`config.mk`:
```
export PLATFORM = sky130hd
export DESIGN_NAME = pmt_temper
export DESIGN_NICKNAME = d
export VERILOG_FILES = /design/src/rtl/core/pmt_pkg.sv /design/src/rtl/core/pmt_temper.sv
export SDC_FILE = /design/constraint.sdc
export NUM_CORES = 1
export LEC_CHECK = 0
export BUFFER_PORTS_ARGS = -buffer_cell sky130_fd_sc_hd__buf_2
export CORE_MARGIN = 1
export CORE_UTILIZATION = 38
export DETAILED_ROUTE_END_ITERATION = 6
export PLACE_DENSITY_LB_ADDON = 0.1
export SETUP_SLACK_MARGIN = 0.5
export SLEW_MARGIN = 20
export SYNTH_ARGS = -nofsm -noshare
export SYNTH_HDL_FRONTEND = slang
export SYNTH_SLANG_ARGS = --single-unit
```
`constraint.sdc`:
```
create_clock -name vclk -period 1.54
set_clock_uncertainty 0.15 [all_clocks]
set_input_delay 0.231 -clock vclk [all_inputs]
set_output_delay 0.231 -clock vclk [all_outputs]
set_load 0.02 [all_outputs]
```
`src/rtl/core/pmt_pkg.sv`:
```
// ----------------------------------------------------------------------------
// pmt_pkg
// Shared constants, register indexes and types of the parameterised
// Mersenne Twister word generator.
// ----------------------------------------------------------------------------
`default_nettype none

package pmt_pkg;

  // State store geometry.
  localparam int unsigned STATE_DEPTH = 1024;
  localparam int unsigned ADDR_W      = $clog2(STATE_DEPTH);
  localparam int unsigned LEN_W       = 11;
  localparam int unsigned MID_W       = 10;
  localparam int unsigned WORD_W      = 32;
  localparam int unsigned CFG_IDX_W   = 4;

  // Tempering shifts.
  localparam int unsigned SHIFT_FIRST = 11;
  localparam int unsigned SHIFT_B     = 7;
  localparam int unsigned SHIFT_C     = 15;
  localparam int unsigned SHIFT_LAST  = 18;

  // Seeding recurrence.
  localparam logic [WORD_W-1:0] SEED_MULT  = 32'd1812433253;
  localparam int unsigned       SEED_SHIFT = 30;

  // Register reset values.
  localparam logic [LEN_W-1:0]  RST_WORDS   = 11'd624;
  localparam logic [MID_W-1:0]  RST_MIDDLE  = 10'd397;
  localparam logic [WORD_W-1:0] RST_MATRIX  = 32'h9908B0DF;
  localparam logic [WORD_W-1:0] RST_UPPER   = 32'h80000000;
  localparam logic [WORD_W-1:0] RST_LOWER   = 32'h7FFFFFFF;
  localparam logic [WORD_W-1:0] RST_WMASK   = 32'hFFFFFFFF;
  localparam logic [WORD_W-1:0] RST_TMASK_B = 32'h9D2C5680;
  localparam logic [WORD_W-1:0] RST_TMASK_C = 32'hEFC60000;

  // Configuration register indexes.
  typedef enum logic [CFG_IDX_W-1:0] {
    REG_WORDS   = 4'd0,
    REG_MIDDLE  = 4'd1,
    REG_MATRIX  = 4'd2,
    REG_UPPER   = 4'd3,
    REG_LOWER   = 4'd4,
    REG_WMASK   = 4'd5,
    REG_TMASK_B = 4'd6,
    REG_TMASK_C = 4'd7
  } cfg_reg_e;

  // Input request kinds.
  localparam logic ACT_SEED = 1'b0;
  localparam logic ACT_DRAW = 1'b1;

  // Tempering masks handed to the tempering unit.
  typedef struct packed {
    logic [WORD_W-1:0] mask_b;
    logic [WORD_W-1:0] mask_c;
  } temper_cfg_t;

endpackage

`default_nettype wire

```
`src/rtl/core/pmt_temper.sv`:
```
// ----------------------------------------------------------------------------
// pmt_temper
// Output tempering: two right-shift and two masked left-shift xor steps.
// ----------------------------------------------------------------------------
`default_nettype none

module pmt_temper (
  input  wire logic [pmt_pkg::WORD_W-1:0] word_i,
  input  wire pmt_pkg::temper_cfg_t       cfg_i,
  output logic      [pmt_pkg::WORD_W-1:0] word_o
);
  import pmt_pkg::*;

  logic [WORD_W-1:0] step1;
  logic [WORD_W-1:0] step2;
  logic [WORD_W-1:0] step3;

  // Four tempering steps in a row.
  always_comb begin
    step1  = word_i ^ (word_i >> SHIFT_FIRST);
    step2  = step1 ^ ((step1 << SHIFT_B) & cfg_i.mask_b);
    step3  = step2 ^ ((step2 << SHIFT_C) & cfg_i.mask_c);
    word_o = step3 ^ (step3 >> SHIFT_LAST);
  end

endmodule

`default_nettype wire

```
==> results of run 1 <==
cell usage after synthesis:
cell type  number  share of area
nand3_2         2          0.016
xor3_1          5          0.096
a21o_1          2          0.012
xnor3_1         1          0.018
xor2_1         34           0.24
xor2_2          3          0.039
nand2b_1        5          0.025
mux2i_1         4          0.032
and3_1          1         0.0051
xnor2_1        40           0.28
nand2_1        25          0.076
and3b_1         7          0.050
o21a_2          1         0.0071
a21oi_1         8          0.032
nor2b_1         6          0.030
nand3_1         9          0.036
per-stage QoR:
stage               setup TNS (ns)  worst slack (ns)
floorplan                   -0.196           -0.0720
global placement             -5.82            -0.297
detailed placement           -7.99            -0.410
logic make-up after synthesis:
| group | synth area share |
|---|---|
| and+or+nand+nor | 0.239 |
| AOI/OAI and AO/OA | 0.0516 |
| muxes | 0.0324 |
| xor gates and xnor gates | 0.677 |
==> run_results.csv, run 1 <==
group,metric,value,unit
synth,synth.yosys.seq_area_share,0,
placed_design,io_buffers,106,
placed_design,hpwl,6.02,mm
synth,synth.avg_cell_area,8.09,sq um
synth,yosys_warnings,0,
floorplan,num_rows,20,
placed_design,place_area,2960,sq um
placed_design,dp.cells,347,
synth,syn-cell-area,1240,sq um
clock_network,cts_setup_buffers,6,
placed_design,gp_congestion,0.737,
run_status,haltStage,"clock tree synthesis",
floorplan,die_w,59.1,um
synth,synth_fp_nets,249,
run_status,status,"aborted with a tool error",
clock_network,cts_hold_buf,0,
synth,synth_cell_types,16,
floorplan,ios,128,
floorplan,start_util,0.402,
run_status,error_line,"[ERROR DPL-0038] Utilization greater than 100%, impossible to legalize",
synth,syn_inst,153,
clock_network,cts_resized,171,
floorplan,die_h,59.1,um
==> inputs of run 2 (changes only) <==
--- a/config.mk
+++ b/config.mk
@@ -6,11 +6,10 @@
 export NUM_CORES = 1
 export LEC_CHECK = 0
 export BUFFER_PORTS_ARGS = -buffer_cell sky130_fd_sc_hd__buf_2
-export CORE_MARGIN = 1
-export CORE_UTILIZATION = 38
+export CORE_AREA = 2 2 63 65
 export DETAILED_ROUTE_END_ITERATION = 6
-export PLACE_DENSITY_LB_ADDON = 0.1
-export SETUP_SLACK_MARGIN = 0.5
+export DIE_AREA = 0 0 65 67
+export PLACE_DENSITY_LB_ADDON = 0.15
 export SLEW_MARGIN = 20
 export SYNTH_ARGS = -nofsm -noshare
 export SYNTH_HDL_FRONTEND = slang
==> run 2 against run 1 <==
The flow now finishes, with violations (negative setup slack). Synthesized area stayed put. Synthesized cell count stayed put.
==> run_results.csv, run 2 <==
group,metric,value,unit
run_status,status,"complete, but fails checks",
run_status,violations,"negative setup slack",
synth,syn-cell-area,1240,sq um
floorplan,ios,128,
timing,final-setup-viol-count,30,
routing,route.met3.wl,340,um
placed_design,dp.cells,341,
synth,synth_top_area_share,0.283,
final_layout,diodes,0,
synth,synth.yosys.seq_area_share,0,
timing,worstMarginPinSlew,0.366,ns
job,maxCapViolations,0,
final_layout,syn_to_final_growth,170,%
critical_path,arrival,1.42,ns
hold_path,holdPathStages,4,
timing,setup_ws,-0.257,ns
final_layout,mostFrequentLayoutCells,"57 x buf_4, 47 x buf_2, 32 x buf_6",
routing,via_per_inst,4.83,
global_routing,grt_max_degree,5,
critical_path,end_kind,"output pin",
timing,relSlewSlack,0.754,
synth,syn_inst,153,
routing,route.detailed.drc,0,
critical_path,cp.required,1.16,ns
global_routing,grt.overflow.total,0,
routing,wl_met2,3.73,mm
floorplan,dieArea,4360,sq um
global_routing,grt_usage,0.213,
floorplan,num_rows,22,
timing,tns,-4.51,ns
global_routing,grt_antenna_before_repair,0,
placed_design,io_buffers,106,
synth,synth_top_area_cell,"xnor2_1",
critical_path,max_stage_delay,0.34,ns
floorplan,die_h,67,um
routing,drt_iter0_drc,70,
critical_path,cp_common_cell,"buf_4",
critical_path,cp_max_fo,3,
final_layout,drive_above_1_share,0.804,
power,irDropWorstVdd,0.496,mV
synth,synth_fp_nets,249,
critical_path,crit_type,"in -> out",
power,power_density,635,nW/um^2
floorplan,die_w,65,um
critical_path,slowest_stage,"xnor2_1",
routing,top_layer,"met4",
placed_design,hpwl,3.30,mm
timing,finalHoldViolCount,0,
timing,post-route-min-period,1.80,ns
routing,dr.pass1.iters,4,
final_layout,stdcell_count,354,
synth,synth.avg_cell_area,8.09,sq um
synth,ys_top_cells_by_area,"xnor2_1 28%, xor2_1 24%, xor3_1 9.6%, nand2_1 7.6%, and3b_1 5.0%",
hold_path,hp-start,"cfg_i[16]",
timing,finalMaxSlewViolations,0,
synth,yosys_warnings,0,
routing,post_drt_wl_per_cell,17.8,um
timing,fmax,556,MHz
placed_design,gp_congestion,0.764,
routing,wl_met1,2.12,mm
final_layout,fin_nets,404,
synth,synth_cell_types,16,
timing,post-route-period-util,1.17,
timing,rsz0062_at_grt,"yes",
critical_path,start_kind,"primary input",
synth,synth_commonest_cells,"40 x xnor2_1, 34 x xor2_1, 25 x nand2_1, 9 x nand3_1, 8 x a21oi_1",
final_layout,final_common_cell,"buf_4",
global_routing,grt_pass1_vias,1676,
floorplan,core_area,3610,sq um
routing,ant_nets,0,
power,p_leak,1.58,nW
critical_path,path_cells,"buf_8, xor2_2, buf_4, nand2_1, xnor2_1, xnor2_2, buf_4",
hold_path,hold_end,"word_o[16]",
hold_path,hold_path.class,"in -> out",
routing,via_count,1710,
global_routing,grt_pass1_wl,7.31,mm
final_layout,seq_area,0,sq um
final_layout,nClkBuffers,0,
routing,routed_wl,6.30,mm
final_layout,seq_cell_count,0,
floorplan,start_util,0.343,
synth,synth.most_common_cell,"xnor2_1",
## run 2: cell counts after synthesis
Identical to the previous run, type by type.
## run 2: per-layer routing
metal,track usage,vias to the layer above
met4,0.00532,0
met3,0.0220,12
met2,0.477,77
met5,0,-
li1,-,790
met1,0.215,831
## run 2: repair_timing
action                                  in CTS  in global routing
setup buffers                               11                  4
endpoints found under the hold margin        0                  0
gates resized for setup                    142                 56
pin swaps                                   62                 37
hold buffers                                 0                  0
endpoints found under the setup margin      31                 31
## run 2: worst max-delay path by stage
stage	slack, ns	cells after the start	endpoint	from
final	-0.26	7	word_o[10]	word_i[3]
after global routing	-0.31	7	word_o[10]	word_i[3]
after CTS	-0.23	7	word_o[8]	word_i[19]
after detailed placement	-0.32	6	word_o[1]	word_i[12]
after global placement	-0.30	6	word_o[0]	word_i[11]
after floorplan	-0.07	4	word_o[2]	word_i[24]
## run 2: stage by stage
| step | total power [mW] | worst slack (ns) | utilization | hold WS (ns) | area, sq um |
|---|---|---|---|---|---|
| global placement | 1.50 | -0.300 | 0.659 | 0.666 | 2380 |
| global route | 2.21 | -0.308 | 0.925 | 0.717 | 3340 |
| detailed placement | 1.52 | -0.319 | 0.659 | 0.670 | 2380 |
| floorplan | 0.994 | -0.0720 | - | 0.500 | 1530 |
| finish | 2.12 | -0.257 | 0.925 | 0.695 | 3340 |
| CTS | 1.88 | -0.230 | 0.842 | 0.670 | 3040 |
## run 2: worst max-delay path, delay by kind of cell
family / cells / cell delay, ns
simple gates: 1 / 0.07
buf+inv: 3 / 0.42
xor+xnor: 3 / 0.68
## run 2: layout make-up
| class | instances | area, sq um |
|---|---|---|
| Timing Repair Buffer | 153 | 1290 |
| Tap cell | 48 | 60.1 |
| Fill cell | 123 | 270 |
| Multi-Input combinational cell | 153 | 1980 |
## run 2: report_power, final
| group | leakage [nW] | switching [mW] | internal [mW] |
|---|---|---|---|
| clock network | 0 | 0 | 0 |
| registers | 0 | 0 | 0 |
| logic | 1.58 | 1.00 | 1.11 |
| total | 1.58 | 1.00 | 1.11 |
## run 2: cell families (layout without fill, tap and decap cells)
logic type | Yosys count | after routing | share of synthesized area
mux | 4 | 4 | 0.0324
buf+inv | 0 | 153 | 0
simple gates | 55 | 55 | 0.239
xor+xnor | 83 | 83 | 0.677
compound gates | 11 | 11 | 0.0516
Note: power is estimated with default switching activity, not from simulation.
==> inputs of run 3 (changes only) <==
--- a/config.mk
+++ b/config.mk
@@ -10,6 +10,7 @@
 export DETAILED_ROUTE_END_ITERATION = 6
 export DIE_AREA = 0 0 65 67
 export PLACE_DENSITY_LB_ADDON = 0.15
+export SKIP_LAST_GASP = 1
 export SLEW_MARGIN = 20
 export SYNTH_ARGS = -nofsm -noshare
 export SYNTH_HDL_FRONTEND = slang
==> run 3 against run 2 <==
The flow still finishes with violations (negative setup slack). Maximum frequency shrank 1.6%. Via count increased by 4.7%. Critical path depth is the same. Worst hold slack worse by 0.015 ns. Setup slack worse by 0.029 ns. Power up 0.20%. Final area is 0.75% lower. Sequential share of layout area did not move. Routed wire length rose by 8.0%. Global-route usage fell by 0.55 points. Sequential cell count stayed put. Critical endpoint is now word_o[9].
==> run_results.csv, run 3 (synthesized netlist as in run 2, its figures left out) <==
group,metric,value,unit
final_layout,syn_to_final_growth,168,%
timing,setup_ws,-0.286,ns
final_layout,nClkBuffers,0,
floorplan,ios,128,
timing,finalMaxSlewViolations,0,
final_layout,final_core_utilization,0.918,
final_layout,mostFrequentLayoutCells,"56 x buf_4, 49 x buf_2, 34 x buf_6",
timing,rsz0062_at_grt,"yes",
timing,fmax,548,MHz
hold_path,holdPathStages,4,
floorplan,die_h,67,um
timing,post-route-period-util,1.19,
hold_path,hp-start,"cfg_i[16]",
final_layout,diodes,0,
timing,relSlewSlack,0.781,
timing,worstMarginPinSlew,0.326,ns
global_routing,grt_pass1_vias,1672,
critical_path,crit_type,"in -> out",
global_routing,grt_antenna_before_repair,0,
run_status,violations,"negative setup slack",
timing,finalHoldViolCount,0,
routing,drt_iter0_drc,62,
final_layout,fillers,140,
clock_network,cts_hold_buf,0,
final_layout,seq_cell_count,0,
critical_path,end_kind,"output pin",
placed_design,dp.cells,341,
routing,via_count,1791,
critical_path,arrival,1.45,ns
power,p_leak,1.56,nW
final_layout,drive_above_1_share,0.792,
placed_design,io_buffers,106,
floorplan,start_util,0.343,
final_layout,seq_area,0,sq um
floorplan,core_area,3610,sq um
routing,ant_nets,0,
power,power_density,641,nW/um^2
routing,routed_wl,6.80,mm
critical_path,start_kind,"primary input",
placed_design,gp_congestion,0.764,
final_layout,final_common_cell,"buf_4",
global_routing,grt_usage,0.208,
routing,post_drt_wl_per_cell,19.1,um
global_routing,grt.overflow.total,0,
final_layout,fin_nets,406,
run_status,status,"complete, but fails checks",
global_routing,grt_pass1_wl,7.13,mm
routing,route.detailed.drc,0,
routing,via_per_inst,5.03,
placed_design,hpwl,3.30,mm
hold_path,hold_path.class,"in -> out",
power,irDropWorstVdd,0.463,mV
placed_design,dpl_worst_slack,-0.319,ns
critical_path,cp_max_fo,2,
floorplan,num_rows,22,
timing,post-route-min-period,1.83,ns
timing,final-setup-viol-count,31,
critical_path,cp.required,1.16,ns
floorplan,dieArea,4360,sq um
floorplan,die_w,65,um
job,maxCapViolations,0,
global_routing,grt_max_degree,5,
final_layout,stdcell_count,356,
hold_path,hold_end,"word_o[16]",
routing,dr.pass1.iters,4,
run 3: changes by cell type in the layout (fill, tap and decap cells not counted), sizes merged:
cell / before / now
clkbuf: 1 / 0
buf: 152 / 155
run 3: how the worst max path moves through the flow:
stage,from,endpoint,depth (start not counted)
after floorplan,word_i[24],word_o[2],4
after global placement,word_i[11],word_o[0],6
after detailed placement,word_i[12],word_o[1],6
after CTS,word_i[19],word_o[8],7
after global routing,word_i[29],word_o[7],6
final,word_i[23],word_o[9],7
run 3: what timing repair did:
action	4_1_cts	5_1_grt
setup buffers	11	6
endpoints found under the setup margin	31	31
gates resized for setup	134	60
hold endpoints to repair	0	0
pin swaps	62	48
run 3: metal layers:
metal	wire, um	GRT usage	up-vias
met1	2130	0.215	855
met5	0	0	-
met2	3940	0.464	110
met3	424	0.0169	34
met4	301	0	0
li1	-	-	792
run 3: critical path, cell delays in order:
cell,delay (ns)
buf_8,0.11
xor2_4,0.18
buf_4,0.15
nand3_1,0.11
nand3_2,0.11
xor3_2,0.41
buf_6,0.15
run 3: area by class of cell:
type	instances	area (sq um)	area share
well taps	48	60.1	0.0181
multi-input cells	153	1940	0.587
repair buffers	155	1310	0.395
run 3: stage by stage:
step	power, mW	instance area [sq um]	hold slack [ns]	TNS (ns)
2_1_floorplan	0.994	1530	0.500	-0.197
3_3_place_gp	1.50	2380	0.666	-5.97
3_5_place_dp	1.52	2380	0.670	-6.40
4_1_cts	1.87	3000	0.670	-3.70
5_1_grt	2.21	3310	0.702	-5.89
6_report	2.12	3310	0.680	-4.90
run 3: where the power goes:
group          switching, mW  internal, mW  leakage [nW]
sequential                 0             0             0
combinational           1.01          1.11          1.56
clock                      0             0             0
total                   1.01          1.11          1.56
